===== src/rtl/core/ptm_pkg.sv =====
`timescale 1ns / 1ps
// ============================================================================
// ptm_pkg
// Shared types, constants and elaboration-time log table for the note tracker.
// ============================================================================
package ptm_pkg;

    localparam int HOLD_COUNT_BITS = 24;
    localparam int LOG_TAB_N       = 64;
    localparam int LOG_TAB_IW      = $clog2(LOG_TAB_N);
    localparam int LOG_TAB_AW      = $clog2(LOG_TAB_N + 1);
    localparam int LOG_PROD_W      = 31 + LOG_TAB_IW;

    localparam int HZ_W    = 23;
    localparam int CONF_W  = 16;
    localparam int LEN_W   = 16;
    localparam int CHAN_W  = 4;
    localparam int NOTE_W  = 7;
    localparam int VEL_W   = 7;
    localparam int BEND_W  = 14;
    localparam int KIND_W  = 2;
    localparam int HOLD_W  = 24;
    localparam int LOG_W   = 22;
    localparam int MIDI_W  = 28;

    localparam int CFG_IDX_W  = 3;
    localparam int CFG_DATA_W = 24;

    localparam logic [CFG_IDX_W-1:0] CFG_BYPASS     = 3'd0;
    localparam logic [CFG_IDX_W-1:0] CFG_OUT_EN     = 3'd1;
    localparam logic [CFG_IDX_W-1:0] CFG_CHANNEL    = 3'd2;
    localparam logic [CFG_IDX_W-1:0] CFG_MIN_HOLD   = 3'd3;
    localparam logic [CFG_IDX_W-1:0] CFG_CONF_FLOOR = 3'd4;

    localparam logic [HOLD_W-1:0] MIN_HOLD_RST   = 24'd2205;
    localparam logic [CONF_W-1:0] CONF_FLOOR_RST = 16'd19660;

    localparam logic [KIND_W-1:0] EV_NOTE_OFF = 2'd0;
    localparam logic [KIND_W-1:0] EV_NOTE_ON  = 2'd1;
    localparam logic [KIND_W-1:0] EV_BEND     = 2'd2;

    typedef logic [LOG_TAB_N:0][16:0] t_log_tab;

    typedef struct packed {
        logic bypass;
        logic out_en;
        logic [CHAN_W-1:0] channel;
        logic [HOLD_W-1:0] min_hold;
        logic [CONF_W-1:0] conf_floor;
    } t_cfg;

    typedef struct packed {
        logic pitch_ok;
        logic [NOTE_W-1:0] target;
        logic [VEL_W-1:0] velocity;
        logic [BEND_W-1:0] bend;
        logic [LEN_W-1:0] len;
    } t_rec;

    typedef struct packed {
        logic [KIND_W-1:0] kind;
        logic [NOTE_W-1:0] note;
        logic [VEL_W-1:0] velocity;
        logic [BEND_W-1:0] bend;
    } t_event;

    // log2 of x in Q2.30 (1 <= x < 2), Q16, by truncated repeated squaring
    function automatic logic [15:0] frac_log2(logic [63:0] x_in);
        logic [63:0] x;
        logic [15:0] v;
        x = x_in;
        v = '0;
        for (int k = 0; k < 16; k++) begin
            x = (x * x) >> 30;
            v = {v[14:0], 1'b0};
            if (x >= 64'h8000_0000) begin
                v[0] = 1'b1;
                x = x >> 1;
            end
        end
        return v;
    endfunction

    function automatic t_log_tab build_log_tab();
        t_log_tab tab;
        logic [63:0] x;
        for (int i = 0; i < LOG_TAB_N; i++) begin
            x = (64'(LOG_TAB_N + i) << 30) / 64'(LOG_TAB_N);
            tab[i] = {1'b0, frac_log2(x)};
        end
        tab[LOG_TAB_N] = 17'h10000;
        return tab;
    endfunction

    localparam t_log_tab LOG_TAB = build_log_tab();

    function automatic logic [LOG_W-1:0] log2_q16_c(logic [HZ_W-1:0] h);
        int p;
        logic [63:0] m, f, prod, i, r, lo, hi;
        p = 0;
        for (int k = 0; k < HZ_W; k++) begin
            if (h[k]) p = k;
        end
        m = 64'(h) << (31 - p);
        f = m - 64'h8000_0000;
        prod = f * 64'(LOG_TAB_N);
        i = prod >> 31;
        r = prod - (i << 31);
        lo = 64'(LOG_TAB[i]);
        hi = 64'(LOG_TAB[i + 1]);
        return LOG_W'(64'(p) * 64'd65536 + lo + (((hi - lo) * r) >> 31));
    endfunction

    localparam logic [LOG_W-1:0] LOG_440 = log2_q16_c(23'd450560);

endpackage


===== src/rtl/core/ptm_pitch_if.sv =====
`timescale 1ns / 1ps
// ============================================================================
// ptm_pitch_if
// Input channel: one audio block's pitch, confidence and length.
// ============================================================================
interface ptm_pitch_if;
    import ptm_pkg::*;

    logic valid;
    logic ready;
    logic [HZ_W-1:0] corrected_hz;
    logic [CONF_W-1:0] confidence;
    logic [LEN_W-1:0] block_samples;

    modport source (output valid, corrected_hz, confidence, block_samples, input ready);
    modport sink (input valid, corrected_hz, confidence, block_samples, output ready);
endinterface


===== src/rtl/core/ptm_event_if.sv =====
`timescale 1ns / 1ps
// ============================================================================
// ptm_event_if
// Output channel: one MIDI event per transfer.
// ============================================================================
interface ptm_event_if;
    import ptm_pkg::*;

    logic valid;
    logic ready;
    logic [KIND_W-1:0] event_kind;
    logic [CHAN_W-1:0] channel;
    logic [NOTE_W-1:0] note_number;
    logic [VEL_W-1:0] note_velocity;
    logic [BEND_W-1:0] bend_value;
    logic last_event;

    modport source (output valid, event_kind, channel, note_number, note_velocity,
                    bend_value, last_event, input ready);
    modport sink (input valid, event_kind, channel, note_number, note_velocity,
                  bend_value, last_event, output ready);
endinterface


===== src/rtl/core/ptm_queue.sv =====
`timescale 1ns / 1ps
// ============================================================================
// ptm_queue
// Two-entry queue of classified records between front and back.
// ============================================================================
module ptm_queue (
    input  logic          i_clk,
    input  logic          i_rst_n,
    input  logic          i_push,
    input  ptm_pkg::t_rec i_data,
    output logic          o_full,
    input  logic          i_pop,
    output ptm_pkg::t_rec o_data,
    output logic          o_empty
);
    import ptm_pkg::*;

    t_rec       r_mem [2];
    logic       r_wp, r_rp;
    logic [1:0] r_cnt;

    assign o_full  = (r_cnt == 2'd2);
    assign o_empty = (r_cnt == 2'd0);
    assign o_data  = r_mem[r_rp];

    always_ff @(posedge i_clk) begin
        if (i_push) begin
            r_mem[r_wp] <= i_data;
        end
    end

    always_ff @(posedge i_clk) begin
        if (!i_rst_n) begin
            r_wp  <= 1'b0;
            r_rp  <= 1'b0;
            r_cnt <= 2'd0;
        end else begin
            if (i_push) r_wp <= ~r_wp;
            if (i_pop)  r_rp <= ~r_rp;
            r_cnt <= r_cnt + 2'(i_push) - 2'(i_pop);
        end
    end
endmodule


===== src/rtl/core/ptm_front.sv =====
`timescale 1ns / 1ps
// ============================================================================
// ptm_front
// Accepts blocks, drops suppressed ones and computes note, velocity and bend.
// ============================================================================
module ptm_front (
    input  logic          i_clk,
    input  logic          i_rst_n,
    input  ptm_pkg::t_cfg i_cfg,
    ptm_pitch_if.sink     i_pitch,
    output logic          o_push,
    output ptm_pkg::t_rec o_rec,
    input  logic          i_full
);
    import ptm_pkg::*;

    localparam logic [2:0] ST_IDLE = 3'd0;
    localparam logic [2:0] ST_LZ   = 3'd1;
    localparam logic [2:0] ST_NORM = 3'd2;
    localparam logic [2:0] ST_MUL  = 3'd3;
    localparam logic [2:0] ST_MIDI = 3'd4;
    localparam logic [2:0] ST_TGT  = 3'd5;
    localparam logic [2:0] ST_BEND = 3'd6;
    localparam logic [2:0] ST_PUSH = 3'd7;

    logic [2:0] r_state, n_state;

    logic [HZ_W-1:0]   r_hz;
    logic [CONF_W-1:0] r_conf;
    logic [LEN_W-1:0]  r_len;
    logic              r_ok;
    logic [4:0]        r_p;
    logic [16:0]       r_lo, r_dlt;
    logic [30:0]       r_frac;
    logic [16:0]       r_interp;
    logic signed [MIDI_W-1:0] r_midi;
    logic [VEL_W-1:0]  r_vel;
    logic [NOTE_W-1:0] r_target;
    logic [MIDI_W-1:0] r_mag;
    logic              r_neg;
    logic [BEND_W-1:0] r_bend;

    logic accept, drop, pitch_ok;
    logic [4:0] lz_p;
    logic [31:0] norm_m;
    logic [LOG_PROD_W-1:0] prod;
    logic [LOG_TAB_AW-1:0] tab_i;
    logic [16:0] tab_lo, tab_hi;
    logic [47:0] interp_full;
    logic [LOG_W-1:0] log_v;
    logic signed [LOG_W+1:0] log_d;
    logic signed [MIDI_W-1:0] midi_v;
    logic [23:0] vel_sum;
    logic [7:0] vel_raw;
    logic [VEL_W-1:0] vel_c;
    logic signed [MIDI_W:0] rnd;
    logic [NOTE_W-1:0] tgt_c;
    logic signed [MIDI_W:0] d_v;
    logic [MIDI_W:0] mag_v;
    logic [MIDI_W+12:0] q_full;
    logic [14:0] q_c;
    logic signed [15:0] bend_s;
    logic [BEND_W-1:0] bend_c;

    assign i_pitch.ready = (r_state == ST_IDLE);
    assign accept   = i_pitch.valid && i_pitch.ready;
    assign drop     = i_cfg.bypass || !i_cfg.out_en || (i_pitch.block_samples == '0);
    assign pitch_ok = (i_pitch.corrected_hz != '0) && (i_pitch.confidence > i_cfg.conf_floor);

    always_comb begin
        lz_p = 5'd0;
        for (int k = 0; k < HZ_W; k++) begin
            if (r_hz[k]) lz_p = 5'(k);
        end
    end

    always_comb begin
        norm_m = 32'(r_hz) << (5'd31 - r_p);
        prod   = LOG_PROD_W'(norm_m[30:0]) * LOG_PROD_W'(LOG_TAB_N);
        tab_i  = LOG_TAB_AW'(prod[LOG_PROD_W-1:31]);
        tab_lo = LOG_TAB[tab_i];
        tab_hi = LOG_TAB[tab_i + LOG_TAB_AW'(1)];
    end

    assign interp_full = 48'(r_dlt) * 48'(r_frac);

    always_comb begin
        log_v   = LOG_W'({r_p, 16'd0}) + LOG_W'(r_lo) + LOG_W'(r_interp);
        log_d   = $signed({2'b00, log_v}) - $signed({2'b00, LOG_440});
        midi_v  = MIDI_W'($signed(69 * 65536)) + MIDI_W'(log_d * 12);
        vel_sum = 24'(r_conf) * 24'd100 + 24'(27 * 65536);
        vel_raw = vel_sum[23:16];
        if (vel_raw == 8'd0)        vel_c = 7'd1;
        else if (vel_raw > 8'd127)  vel_c = 7'd127;
        else                        vel_c = vel_raw[6:0];
    end

    always_comb begin
        rnd = $signed({r_midi[MIDI_W-1], r_midi}) + (MIDI_W+1)'(32768);
        if (r_midi[MIDI_W-1])                tgt_c = 7'd0;
        else if (rnd[MIDI_W:16] > 127)       tgt_c = 7'd127;
        else                                 tgt_c = rnd[22:16];
        d_v   = $signed({r_midi[MIDI_W-1], r_midi}) - $signed((MIDI_W+1)'({tgt_c, 16'd0}));
        mag_v = d_v[MIDI_W] ? (MIDI_W+1)'(-d_v) : (MIDI_W+1)'(d_v);
    end

    always_comb begin
        q_full = (MIDI_W+13)'(r_mag) * (MIDI_W+13)'(8191);
        if (q_full[MIDI_W+12:17] > 16384) q_c = 15'd16384;
        else                               q_c = q_full[31:17];
        bend_s = r_neg ? (16'sd8192 - $signed({1'b0, q_c}))
                       : (16'sd8192 + $signed({1'b0, q_c}));
        if (bend_s < 0)              bend_c = '0;
        else if (bend_s > 16'sd16383) bend_c = 14'd16383;
        else                         bend_c = bend_s[13:0];
    end

    always_comb begin
        n_state = r_state;
        unique case (r_state)
            ST_IDLE: if (accept && !drop) n_state = pitch_ok ? ST_LZ : ST_PUSH;
            ST_LZ:   n_state = ST_NORM;
            ST_NORM: n_state = ST_MUL;
            ST_MUL:  n_state = ST_MIDI;
            ST_MIDI: n_state = ST_TGT;
            ST_TGT:  n_state = ST_BEND;
            ST_BEND: n_state = ST_PUSH;
            ST_PUSH: if (!i_full) n_state = ST_IDLE;
            default: n_state = ST_IDLE;
        endcase
    end

    always_ff @(posedge i_clk) begin
        if (!i_rst_n) begin
            r_state <= ST_IDLE;
        end else begin
            r_state <= n_state;
        end
    end

    always_ff @(posedge i_clk) begin
        if (accept) begin
            r_hz   <= i_pitch.corrected_hz;
            r_conf <= i_pitch.confidence;
            r_len  <= i_pitch.block_samples;
            r_ok   <= pitch_ok;
        end
        if (r_state == ST_LZ) r_p <= lz_p;
        if (r_state == ST_NORM) begin
            r_lo   <= tab_lo;
            r_dlt  <= tab_hi - tab_lo;
            r_frac <= prod[30:0];
        end
        if (r_state == ST_MUL) r_interp <= interp_full[47:31];
        if (r_state == ST_MIDI) begin
            r_midi <= midi_v;
            r_vel  <= vel_c;
        end
        if (r_state == ST_TGT) begin
            r_target <= tgt_c;
            r_mag    <= mag_v[MIDI_W-1:0];
            r_neg    <= d_v[MIDI_W];
        end
        if (r_state == ST_BEND) r_bend <= bend_c;
    end

    assign o_push = (r_state == ST_PUSH) && !i_full;
    always_comb begin
        o_rec.pitch_ok = r_ok;
        o_rec.target   = r_target;
        o_rec.velocity = r_vel;
        o_rec.bend     = r_bend;
        o_rec.len      = r_len;
    end
endmodule


===== src/rtl/core/ptm_back.sv =====
`timescale 1ns / 1ps
// ============================================================================
// ptm_back
// Note state with hold hysteresis; sequences up to three events per record.
// ============================================================================
module ptm_back (
    input  logic          i_clk,
    input  logic          i_rst_n,
    input  ptm_pkg::t_cfg i_cfg,
    input  ptm_pkg::t_rec i_rec,
    input  logic          i_empty,
    output logic          o_pop,
    ptm_event_if.source   o_event
);
    import ptm_pkg::*;

    localparam int CMP_W = (HOLD_COUNT_BITS > HOLD_W) ? HOLD_COUNT_BITS : HOLD_W;
    localparam logic [HOLD_COUNT_BITS-1:0] HOLD_MAX = '1;

    logic                       r_sounding, n_sounding;
    logic [NOTE_W-1:0]          r_note, n_note;
    logic [HOLD_COUNT_BITS-1:0] r_held, n_held;
    t_event                     r_ev [3];
    t_event                     n_ev [3];
    logic [1:0]                 r_num, n_num, r_pos;

    logic [HOLD_COUNT_BITS-1:0] held_base;
    logic [HOLD_COUNT_BITS:0]   held_sum;
    logic                       hold_done;
    logic                       take;

    assign o_pop = (r_num == 2'd0) && !i_empty;
    assign take  = o_event.valid && o_event.ready;
    assign hold_done = CMP_W'(r_held) >= CMP_W'(i_cfg.min_hold);

    always_comb begin
        n_sounding = r_sounding;
        n_note     = r_note;
        n_held     = r_held;
        n_num      = 2'd0;
        held_base  = r_held;
        for (int k = 0; k < 3; k++) begin
            n_ev[k] = '0;
        end
        if (i_rec.pitch_ok) begin
            if (!r_sounding) begin
                n_ev[0]    = '{EV_NOTE_ON, i_rec.target, i_rec.velocity, '0};
                n_num      = 2'd1;
                n_sounding = 1'b1;
                n_note     = i_rec.target;
                held_base  = '0;
            end else if (r_note != i_rec.target && hold_done) begin
                n_ev[0]   = '{EV_NOTE_OFF, r_note, '0, '0};
                n_ev[1]   = '{EV_NOTE_ON, i_rec.target, i_rec.velocity, '0};
                n_num     = 2'd2;
                n_note    = i_rec.target;
                held_base = '0;
            end
            held_sum = (HOLD_COUNT_BITS+1)'(held_base) + (HOLD_COUNT_BITS+1)'(i_rec.len);
            n_held   = held_sum[HOLD_COUNT_BITS] ? HOLD_MAX : held_sum[HOLD_COUNT_BITS-1:0];
            n_ev[n_num] = '{EV_BEND, '0, '0, i_rec.bend};
            n_num       = n_num + 2'd1;
        end else begin
            held_sum = '0;
            if (r_sounding) begin
                n_ev[0]    = '{EV_NOTE_OFF, r_note, '0, '0};
                n_num      = 2'd1;
                n_sounding = 1'b0;
                n_note     = '0;
                n_held     = '0;
            end
        end
    end

    always_ff @(posedge i_clk) begin
        if (!i_rst_n) begin
            r_sounding <= 1'b0;
            r_note     <= '0;
            r_held     <= '0;
            r_num      <= 2'd0;
            r_pos      <= 2'd0;
        end else if (o_pop) begin
            r_sounding <= n_sounding;
            r_note     <= n_note;
            r_held     <= n_held;
            r_num      <= n_num;
            r_pos      <= 2'd0;
        end else if (take) begin
            if (r_pos + 2'd1 == r_num) begin
                r_num <= 2'd0;
                r_pos <= 2'd0;
            end else begin
                r_pos <= r_pos + 2'd1;
            end
        end
    end

    always_ff @(posedge i_clk) begin
        if (o_pop) begin
            r_ev <= n_ev;
        end
    end

    assign o_event.valid         = (r_num != 2'd0);
    assign o_event.event_kind    = r_ev[r_pos].kind;
    assign o_event.channel       = i_cfg.channel;
    assign o_event.note_number   = r_ev[r_pos].note;
    assign o_event.note_velocity = r_ev[r_pos].velocity;
    assign o_event.bend_value    = r_ev[r_pos].bend;
    assign o_event.last_event    = (r_pos + 2'd1 == r_num);
endmodule


===== src/rtl/core/pitch_to_midi_note_tracker_core.sv =====
`timescale 1ns / 1ps
// ============================================================================
// pitch_to_midi_note_tracker_core
// Pitch to MIDI note tracker: log2 note value, hold hysteresis, note/bend events.
// ============================================================================
//  channel   dir  handshake        payload
//  i_pitch   in   valid/ready      corrected_hz, confidence, block_samples
//  o_event   out  valid/ready      event_kind, channel, note_number,
//                                  note_velocity, bend_value, last_event
//  i_cfg_*   in   i_cfg_we only    i_cfg_idx, i_cfg_data
//
//  Front: a valid-pitch block steps through LZ, NORM, MUL, MIDI, TGT, BEND and
//  PUSH (log2 pipeline steps); an invalid pitch goes straight to PUSH and a
//  suppressed block is dropped. Back takes a record, then its events in order.
//  A two-entry record queue lets front and back stall independently.
//  Synchronous active-low reset; no clearing pass.
// ============================================================================
module pitch_to_midi_note_tracker_core (
    input  logic                             i_clk,
    input  logic                             i_rst_n,
    input  logic                             i_cfg_we,
    input  logic [ptm_pkg::CFG_IDX_W-1:0]    i_cfg_idx,
    input  logic [ptm_pkg::CFG_DATA_W-1:0]   i_cfg_data,
    ptm_pitch_if.sink                        i_pitch,
    ptm_event_if.source                      o_event
);
    import ptm_pkg::*;

    t_cfg r_cfg;
    t_rec w_push_rec, w_pop_rec;
    logic w_push, w_full, w_pop, w_empty;

    always_ff @(posedge i_clk) begin
        if (!i_rst_n) begin
            r_cfg.bypass     <= 1'b0;
            r_cfg.out_en     <= 1'b0;
            r_cfg.channel    <= '0;
            r_cfg.min_hold   <= MIN_HOLD_RST;
            r_cfg.conf_floor <= CONF_FLOOR_RST;
        end else if (i_cfg_we) begin
            unique case (i_cfg_idx)
                CFG_BYPASS:     r_cfg.bypass     <= i_cfg_data[0];
                CFG_OUT_EN:     r_cfg.out_en     <= i_cfg_data[0];
                CFG_CHANNEL:    r_cfg.channel    <= i_cfg_data[CHAN_W-1:0];
                CFG_MIN_HOLD:   r_cfg.min_hold   <= i_cfg_data[HOLD_W-1:0];
                CFG_CONF_FLOOR: r_cfg.conf_floor <= i_cfg_data[CONF_W-1:0];
                default: ;
            endcase
        end
    end

    ptm_front u_front (
        .i_clk   (i_clk),
        .i_rst_n (i_rst_n),
        .i_cfg   (r_cfg),
        .i_pitch (i_pitch),
        .o_push  (w_push),
        .o_rec   (w_push_rec),
        .i_full  (w_full)
    );

    ptm_queue u_queue (
        .i_clk   (i_clk),
        .i_rst_n (i_rst_n),
        .i_push  (w_push),
        .i_data  (w_push_rec),
        .o_full  (w_full),
        .i_pop   (w_pop),
        .o_data  (w_pop_rec),
        .o_empty (w_empty)
    );

    ptm_back u_back (
        .i_clk   (i_clk),
        .i_rst_n (i_rst_n),
        .i_cfg   (r_cfg),
        .i_rec   (w_pop_rec),
        .i_empty (w_empty),
        .o_pop   (w_pop),
        .o_event (o_event)
    );

    a_no_overflow: assert property (@(posedge i_clk) disable iff (!i_rst_n)
        !(w_push && w_full))
        else $error("record queue overflow");

    a_one_in_flight: assert property (@(posedge i_clk) disable iff (!i_rst_n)
        (i_pitch.valid && i_pitch.ready && i_pitch.block_samples != '0 &&
         r_cfg.out_en && !r_cfg.bypass) |=> !i_pitch.ready)
        else $error("front took a second block while busy");

    a_bend_fields: assert property (@(posedge i_clk) disable iff (!i_rst_n)
        (o_event.valid && o_event.event_kind == EV_BEND) |->
            (o_event.note_number == '0 && o_event.note_velocity == '0 &&
             o_event.last_event))
        else $error("bend event with note fields or not last");

    a_pop_when_idle: assert property (@(posedge i_clk) disable iff (!i_rst_n)
        w_pop |-> !o_event.valid)
        else $error("record taken while events pending");
endmodule


===== src/flat_wrapper.sv =====
// flat-port wrapper written by rule: the top's interface ports become plain ports
module pitch_to_midi_note_tracker_core_flat import ptm_pkg::*;
  (i_clk, i_rst_n, i_cfg_we, i_cfg_idx, i_cfg_data, i_pitch_valid, i_pitch_corrected_hz, i_pitch_confidence, i_pitch_block_samples, i_pitch_ready, o_event_valid, o_event_event_kind, o_event_channel, o_event_note_number, o_event_note_velocity, o_event_bend_value, o_event_last_event, o_event_ready);
  ptm_pitch_if i_pitch_i ();
  ptm_event_if o_event_i ();
  input  logic i_clk;
  input  logic i_rst_n;
  input  logic i_cfg_we;
  input  logic [ptm_pkg::CFG_IDX_W-1:0] i_cfg_idx;
  input  logic [ptm_pkg::CFG_DATA_W-1:0] i_cfg_data;
  input wire logic [$bits(i_pitch_i.valid)-1:0] i_pitch_valid;
  input wire logic [$bits(i_pitch_i.corrected_hz)-1:0] i_pitch_corrected_hz;
  input wire logic [$bits(i_pitch_i.confidence)-1:0] i_pitch_confidence;
  input wire logic [$bits(i_pitch_i.block_samples)-1:0] i_pitch_block_samples;
  output wire logic [$bits(i_pitch_i.ready)-1:0] i_pitch_ready;
  output wire logic [$bits(o_event_i.valid)-1:0] o_event_valid;
  output wire logic [$bits(o_event_i.event_kind)-1:0] o_event_event_kind;
  output wire logic [$bits(o_event_i.channel)-1:0] o_event_channel;
  output wire logic [$bits(o_event_i.note_number)-1:0] o_event_note_number;
  output wire logic [$bits(o_event_i.note_velocity)-1:0] o_event_note_velocity;
  output wire logic [$bits(o_event_i.bend_value)-1:0] o_event_bend_value;
  output wire logic [$bits(o_event_i.last_event)-1:0] o_event_last_event;
  input wire logic [$bits(o_event_i.ready)-1:0] o_event_ready;
  assign i_pitch_i.valid = i_pitch_valid;
  assign i_pitch_i.corrected_hz = i_pitch_corrected_hz;
  assign i_pitch_i.confidence = i_pitch_confidence;
  assign i_pitch_i.block_samples = i_pitch_block_samples;
  assign i_pitch_ready = i_pitch_i.ready;
  assign o_event_valid = o_event_i.valid;
  assign o_event_event_kind = o_event_i.event_kind;
  assign o_event_channel = o_event_i.channel;
  assign o_event_note_number = o_event_i.note_number;
  assign o_event_note_velocity = o_event_i.note_velocity;
  assign o_event_bend_value = o_event_i.bend_value;
  assign o_event_last_event = o_event_i.last_event;
  assign o_event_i.ready = o_event_ready;
  pitch_to_midi_note_tracker_core u_core (.i_clk(i_clk), .i_rst_n(i_rst_n), .i_cfg_we(i_cfg_we), .i_cfg_idx(i_cfg_idx), .i_cfg_data(i_cfg_data), .i_pitch(i_pitch_i), .o_event(o_event_i));
endmodule

===== config.mk =====
export PLATFORM = sky130hd
export DESIGN_NAME = pitch_to_midi_note_tracker_core_flat
export DESIGN_NICKNAME = d
export VERILOG_FILES = /design/src/rtl/core/ptm_pkg.sv /design/src/rtl/core/ptm_pitch_if.sv /design/src/rtl/core/ptm_event_if.sv /design/src/rtl/core/ptm_queue.sv /design/src/rtl/core/ptm_front.sv /design/src/rtl/core/ptm_back.sv /design/src/rtl/core/pitch_to_midi_note_tracker_core.sv /design/src/flat_wrapper.sv
export SDC_FILE = /design/constraint.sdc
export NUM_CORES = 2
export LEC_CHECK = 0
export BUFFER_PORTS_ARGS = -buffer_cell sky130_fd_sc_hd__buf_2
export CORE_MARGIN = 3
export CORE_UTILIZATION = 65
export CTS_CLUSTER_SIZE = 28
export DETAILED_ROUTE_END_ITERATION = 8
export MAX_ROUTING_LAYER = met4
export PLACE_DENSITY = 0.92
export SLEW_MARGIN = 20
export SYNTH_ARGS = -nofsm -noshare
export SYNTH_HDL_FRONTEND = slang
export SYNTH_SLANG_ARGS = --single-unit

===== constraint.sdc =====
create_clock -name i_clk -period 8.36 [get_ports i_clk]
set_input_delay 0.418 -clock i_clk [delete_from_list [all_inputs] [get_ports i_clk]]
set_output_delay 0.418 -clock i_clk [all_outputs]
set_load 0.01 [all_outputs]

# Word-level counts from Yosys, hierarchy flattened
# Memories as Yosys holds them, arrays and structs flattened. A register that Yosys moved wholly into a read port is not among the register bits.
# Index checks and enable logic that the tools add are counted.
[op_classes]
n_reduce_logical = 38
shifts = 1
n_addsub = 18
eq_ne = 17
mux = 71
bitwise_logic = 5
n_mul = 4
n_lt_le_gt_ge = 12
[op_table]
columns = ["op", "count"]
rows = [
  ["30-bit two-way mux", 8],
  ["24-bit two-way mux", 6],
  ["90-bit bitwise mux", 1],
  ["5-bit two-way mux", 14],
  ["30-bit binary-select mux with 2-bit select", 1],
  ["30-bit demux with 2-bit select", 1],
  ["58-bit two-way mux", 1],
  ["28-bit two-way mux", 2],
  ["7-bit two-way mux", 7],
  ["17-bit by 25-bit multiplier with 42-bit output", 1],
  ["28-bit by 13-bit multiplier with 41-bit output, second input constant", 1],
  ["17-bit two-way mux", 2],
  ["23-bit by 5-bit << shifter with 31-bit output", 1],
  ["28-bit by 17-bit adder with 29-bit output, second input constant", 1],
  ["28-bit by 24-bit subtractor with 29-bit output", 1],
  ["24-bit by 28-bit adder with 28-bit output, first input constant", 1],
  ["28-bit negation", 1],
  ["23-bit by 3-bit multiplier with 26-bit output, second input constant", 1],
  ["24-bit by 16-bit adder with 25-bit output", 1],
  ["23-bit by 21-bit adder with 24-bit output, second input constant", 1],
  ["24-bit greater-or-equal comparator", 1],
  ["24-bit by 15-bit greater-than comparator with 1-bit output, second input constant", 1],
  ["3-bit one-hot mux with 8 select lines", 1],
  ["23-bit nonzero test", 1],
  ["other kinds (51)", 109],
]
[word_totals]
reg_bits = 401
inputBits = 87
mem_count = 3
ramBits = 90
output_inout_bits = 37
rom_bits = 3264
[memory_table]
columns = ["name", "depth", "word_bits", "read_ports", "rd_clocked_by_memory_dff", "wr", "line", "rtl"]
rows = [
  ["(no name shown)", 128, 17, 1, 0, 0, "ptm_front.sv:82", "tab_hi = LOG_TAB[tab_i + LOG_TAB_AW'(1)];"],
  ["(no name shown)", 64, 17, 1, 0, 0, "ptm_front.sv:81", "tab_lo = LOG_TAB[tab_i];"],
  ["u_core.u_queue.r_mem", 2, 45, 1, 1, 1, "ptm_queue.sv:18", "t_rec r_mem [2];"],
]

# Logic depth before layout (Yosys ltp)
[depth]
word_depth = 21
depth_mapped = 33
ltp_nobuf = 31

# By module
# Synthesis repeated with hierarchy kept, for this count alone.
[hier_totals]
hier_cells = 5116
hier_area_um2 = 50016.7
[modules_own_cells]
columns = ["module", "instances", "area_each_um2", "cells_per_inst"]
rows = [
  ["ptm_front", 1, 37860.1, 4125],
  ["ptm_back", 1, 6620.1, 641],
  ["ptm_queue", 1, 3676.0, 161],
  ["pitch_to_midi_note_tracker_core", 1, 1860.5, 189],
]

# Worst setup path after synthesis
# No wires, ideal clock.
[synth_path]
path_type = "flip-flop to flip-flop"
start = "register u_core.u_front.r_mag[13]"
end = "register u_core.u_front.r_bend[4] (data pin)"
setup_time_ps = 140
t_required_ps = 8220
t_arrival_ps = 7446
n_path_buf = 2
period_less_slack_ps = 7586
path_stages_with_launch = 29
setup_slack_ps = 774
cell_sequence = "edfxtp_1 -> fa_1 -> inv_1 -> fa_1 -> inv_1 -> fa_1 -> fa_1 -> inv_1 -> fa_1 -> inv_1 -> ha_1 -> nand2_1 -> or4_1 -> o21ai_1 -> xor2_1 -> or4_4 -> a2111o_1 -> o41ai_2 -> and3b_2 -> buf_6 -> buf_4 -> nand2_1 -> ha_1 -> inv_1 -> o21ai_0 -> inv_1 -> nor2_1 -> a311o_1 -> a21oi_2"
[synth_via]
elab_chain_cells = 7
[synth_lines]
columns = ["item", "line", "rtl"]
rows = [
  ["from (decl)", "ptm_front.sv:39", "logic [MIDI_W-1:0] r_mag;"],
  ["from (signal assigned)", "ptm_front.sv:161", "r_mag <= mag_v[MIDI_W-1:0];"],
  ["28-bit by 13-bit multiplier with 41-bit output *", "ptm_front.sv:108", "q_full = (MIDI_W+13)'(r_mag) * (MIDI_W+13)'(8191);"],
  ["24-bit by 15-bit greater-than comparator with 1-bit output", "ptm_front.sv:109", "if (q_full[MIDI_W+12:17] > 16384) q_c = 15'd16384;"],
  ["15-bit two-way mux *", "ptm_front.sv:109", ""],
  ["14-bit by 15-bit adder with 16-bit output or 14-bit by 15-bit subtractor with 16-bit output (tied branches)", "ptm_front.sv:112, ptm_front.sv:111", ""],
  ["16-bit two-way mux *", "ptm_front.sv:111", "bend_s = r_neg ? (16'sd8192 - $signed({1'b0, q_c}))"],
  ["16-bit by 15-bit greater-than comparator with 1-bit output", "ptm_front.sv:114", "else if (bend_s > 16'sd16383) bend_c = 14'd16383;"],
  ["14-bit two-way mux", "ptm_front.sv:114", ""],
  ["to (signal assigned)", "ptm_front.sv:164", "if (r_state == ST_BEND) r_bend <= bend_c;"],
  ["to (decl)", "ptm_front.sv:41", "logic [BEND_W-1:0] r_bend;"],
]
# Mark *: on every way between the ends. The rest lies on a longest branch, timed or not.
# A chain may end at the register's enable or synchronous reset.

# Worst setup path after layout
[layout_path]
start = "register u_core.u_front.r_dlt[7]"
end = "register u_core.u_front.r_interp[16] (data pin)"
[layout_via]
elab_chain_cells = 1
[layout_lines]
columns = ["item", "line", "rtl"]
rows = [
  ["from (decl)", "ptm_front.sv:33", "logic [16:0] r_lo, r_dlt;"],
  ["from (signal assigned)", "ptm_front.sv:151", "r_dlt <= tab_hi - tab_lo;"],
  ["17-bit by 25-bit multiplier with 42-bit output", "ptm_front.sv:85", "assign interp_full = 48'(r_dlt) * 48'(r_frac);"],
  ["named net u_core.u_front.interp_full[47]", "ptm_front.sv:49", "logic [47:0] interp_full;"],
  ["to (signal assigned)", "ptm_front.sv:154", "if (r_state == ST_MUL) r_interp <= interp_full[47:31];"],
  ["to (decl)", "ptm_front.sv:35", "logic [16:0] r_interp;"],
]
# The timed path passes the listed nets, and every way through them passes these cells.

==> flow_summary.yaml <==
run_status:
  outcome: "complete, no violations"
synthesis:
  synth_cell_type_count: 96
  synthesis.area_um2: 48900
  synthArstFlopShare_pct: 0
  synth_area_leaders: "edfxtp_1, fa_1, ha_1"
  ys_seq_area_share_pct: 27.15
  syn_nets: 6197
  synth_edf_count: 382
  yosysTopAreaCell: "edfxtp_1"
  ys.flop_type: "edfxtp_1"
  ys_ff_latch: 472
  syn_inst: 5127
  synth_top_area_share_pct: 23.46
  yosysWarnings: 0
  avgSynthCellArea_um2: 9.537
critical_path:
  cp.required_ns: 8.71
  rr_startpoint: "u_core.u_front.r_dlt[7]$_DFFE_PP_"
  r2r_slack_ns: 0.40
  cp_max_fo: 17
  critical_path_class: "flip-flop to flip-flop"
  critPathLaunchType: "flip-flop"
  cp-end-kind: "flip-flop"
  reg2reg_depth: 24
  arrival_ns: 8.31
  rr_endpoint: "u_core.u_front.r_interp[16]$_DFFE_PP_"
placement:
  place_congestion: 0.9959
  hpwl_um: 96020
  placedCellCount: 6065
  port_buffers: 123
  dpl_worst_slack_ns: 0.3623
timing:
  hold_violations: 0
  setup_violations: 0
  layout_min_cycle_time_ns: 7.960
  timing.final.ws_setup_ns: 0.3996
  slew_headroom_pct: 27.04
  worst_pin_slew_ns: 1.094
  setup_tns_ns: 0
  fin_crit_sh_pct: 95.22
  clock-skew-final_ns: 0.03668
  max_freq_ghz: 0.1256
  slew_violations: 0
  rsz0062_at_grt: "no"
clock_network:
  clk_latency_ns: 0.61
  clkSinkCount: 472
  path_clk_slew_ns: 0.07
  clk_path_buf_depth: 3
  htreeDepth: 2
  cts_made_buffers: 48
  cts_tree: "yes"
  cts_root_buf: "clkbuf_16"
detailed_routing:
  drt_iter0_markers: 4275
  drcViolationCount: 0
  ant_nets: 0
  drt_pass1_iterations: 6
  routed_wl_um: 129400
  wl_met3_um: 13260
  via_per_inst: 6.282
  routed.top_layer: "met4"
  wl_met2_um: 62370
  wire_per_inst_um: 20.95
  num_vias: 38788
  wl_met1_um: 46550
floorplan:
  die_x_um: 280.3
  die-height_um: 280.3
  rows: 99
  pin_count: 124
  start_util_pct: 66.34
  die_area_um2: 78550
  core_area_um2: 73700
worst_hold_path:
  min_from: "i_pitch_confidence[9]"
  min_to: "u_core.u_front.r_conf[9]$_DFFE_PP_"
  worstHoldPathType: "input port to flip-flop"
  holdPathStages: 1
global_routing:
  antenna_found_initial: 1
  grt_max_degree: 78
  grtUsageTotal_pct: 34.24
  grt_pass1_vias: 40341
  grt_overflow: 0
  grt_pass1_wl_um: 208800
cells_and_area:
  fill_cells: 4854
  final_cells: 6174
  final_nets: 6248
  synthToLayoutAreaGrowth_pct: 7.073
  drive_gt1_share_pct: 7.465
job:
  cap_viol_max_count: 0
## logic make-up (layout without fill, tap and decap cells)
family                   after synthesis  count (layout)  share of synthesized area [%]
XOR/XNOR                             174             174                          3.147
other                                  0               4                              0
adder cells (fa/ha/maj)              984             984                          33.57
buffers and inverters               1087            1171                          8.493
flip-flops                           472             472                          27.15
multiplexers                         141             141                          3.465
AO/OA/AOI/OAI                        821             821                          10.78
AND/OR/NAND/NOR                     1448            1448                          13.39
## how the worst max path moves through the flow
stage                                                  start                                      to  slack (ns)  depth (start not counted)
after CTS                  u_core.u_front.r_mag[7]$_DFFE_PP_  u_core.u_front.r_bend[4]$_SDFFCE_PP0P_        0.31                         27
after detailed placement   u_core.u_front.r_mag[8]$_DFFE_PP_  u_core.u_front.r_bend[4]$_SDFFCE_PP0P_        0.36                         26
after global placement     u_core.u_front.r_mag[8]$_DFFE_PP_  u_core.u_front.r_bend[4]$_SDFFCE_PP0P_        0.53                         26
after floorplan           u_core.u_front.r_mag[13]$_DFFE_PP_  u_core.u_front.r_bend[4]$_SDFFCE_PP0P_        0.77                         28
final                      u_core.u_front.r_dlt[7]$_DFFE_PP_   u_core.u_front.r_interp[16]$_DFFE_PP_        0.40                         24
after global routing       u_core.u_front.r_mag[7]$_DFFE_PP_  u_core.u_front.r_bend[4]$_SDFFCE_PP0P_        0.05                         27
## timing repair
action / 4_1_cts / 5_1_grt
gates resized for setup: 0 / 2
hold endpoints to repair: 14 / 0
buffers inserted: 0 / 8
endpoints found under the setup margin: 0 / 5
hold buffers: 14 / 0
## worst max-delay path, stage by stage (launching register included)
cell and delay [ns]:
edfxtp_1 0.85, buf_4 0.29, nand2_1 0.10, fa_1 0.59
inv_1 0.07, fa_1 0.54, inv_1 0.06, fa_1 0.50
inv_1 0.05, fa_1 0.46, fa_1 0.55, fa_1 0.50
ha_1 0.32, nand3_1 0.12, nor2_1 0.31, o221ai_1 0.20
a41oi_1 0.40, o211ai_1 0.19, a31oi_1 0.47, a221o_1 0.30
a41o_1 0.25, o41a_1 0.21, a211o_1 0.18, a21oi_1 0.09
xnor2_1 0.12
## cell type report
class,count,area [um^2],share of cell area [%]
antenna,4,10.01,0.01912
clock buffer,53,1241,2.371
clock inverter,30,395.4,0.7552
inverter,856,3213,6.137
multi-input combinational,3568,31550,60.26
sequential,472,13280,25.36
tap,959,1200,2.292
timing repair buffer,232,1473,2.813
## sequential cells by signal, indices dropped and copies added (netlist names), 23 cells and up, named ones only
| name | cells |
|---|---|
| u_core.u_front.r_mag | 26 |
| u_core.u_front.r_hz | 23 |
| u_core.u_back.r_held | 24 |
| u_core.u_queue.r_mem | 90 |
| u_core.u_front.r_midi | 26 |
| u_core.u_front.r_frac | 25 |
| u_core.r_cfg | 46 |
| u_core.u_back.r_ev | 75 |
## synth_stat cells (8+ instances only)
master	n
nand3_1	69
nand2b_1	17
a21oi_1	218
and3_1	31
o21ai_0	203
ha_1	436
mux2_2	23
a21boi_0	18
o21ai_1	8
a31oi_1	29
o22ai_1	18
or2_2	12
o21a_1	24
or3_1	22
nor2_1	304
nor4_1	17
dfxtp_1	90
a211o_1	11
buf_2	13
xnor2_1	113
xor2_1	59
nor2b_1	42
clkbuf_1	194
buf_1	14
nor3b_1	9
nand2_1	671
mux2i_1	97
a221oi_1	11
o31ai_1	18
o21bai_1	14
mux4_2	20
a211oi_1	39
inv_1	850
nor3_1	54
fa_1	547
o2111ai_1	10
a21o_1	59
edfxtp_1	382
nand4_1	27
and2_1	143
o311ai_0	8
o211ai_1	42
## through the flow
step | hold slack, ns | area, um^2 | utilization [%]
floorplan | 0.4215 | 48900 | -
global placement | 0.4222 | 50490 | 68.51
detailed placement | 0.4290 | 50490 | 68.51
CTS | 0.001400 | 52270 | 70.92
global route | 0.004039 | 52340 | 71.02
finish | 0.02258 | 52350 | 71.03
## placed cells by master, fill, tap and decap left out, types with 30 or more instances in the layout
cell type / instances
edfxtp_1: 382
buf_2: 123
a21oi_1: 217
nor3_1: 53
mux2i_1: 97
a211oi_1: 39
dfxtp_1: 88
nand3_1: 69
xor2_1: 59
nor2b_1: 41
xnor2_1: 111
nor2_1: 301
o211ai_1: 42
clkbuf_16: 49
a21o_1: 59
and2_1: 142
nand2_1: 671
and3_1: 30
fa_1: 547
o21ai_0: 203
ha_1: 436
inv_1: 848
buf_4: 94
## layer usage
metal	vias to the layer above	global-route usage, %
li1	17041	-
met1	18710	41.49
met2	2426	56.06
met3	611	5.633
met4	0	16.87
met5	-	-
Power is not shown: default switching activity piles up to over one toggle a cycle in this logic, so the estimate is an artifact.
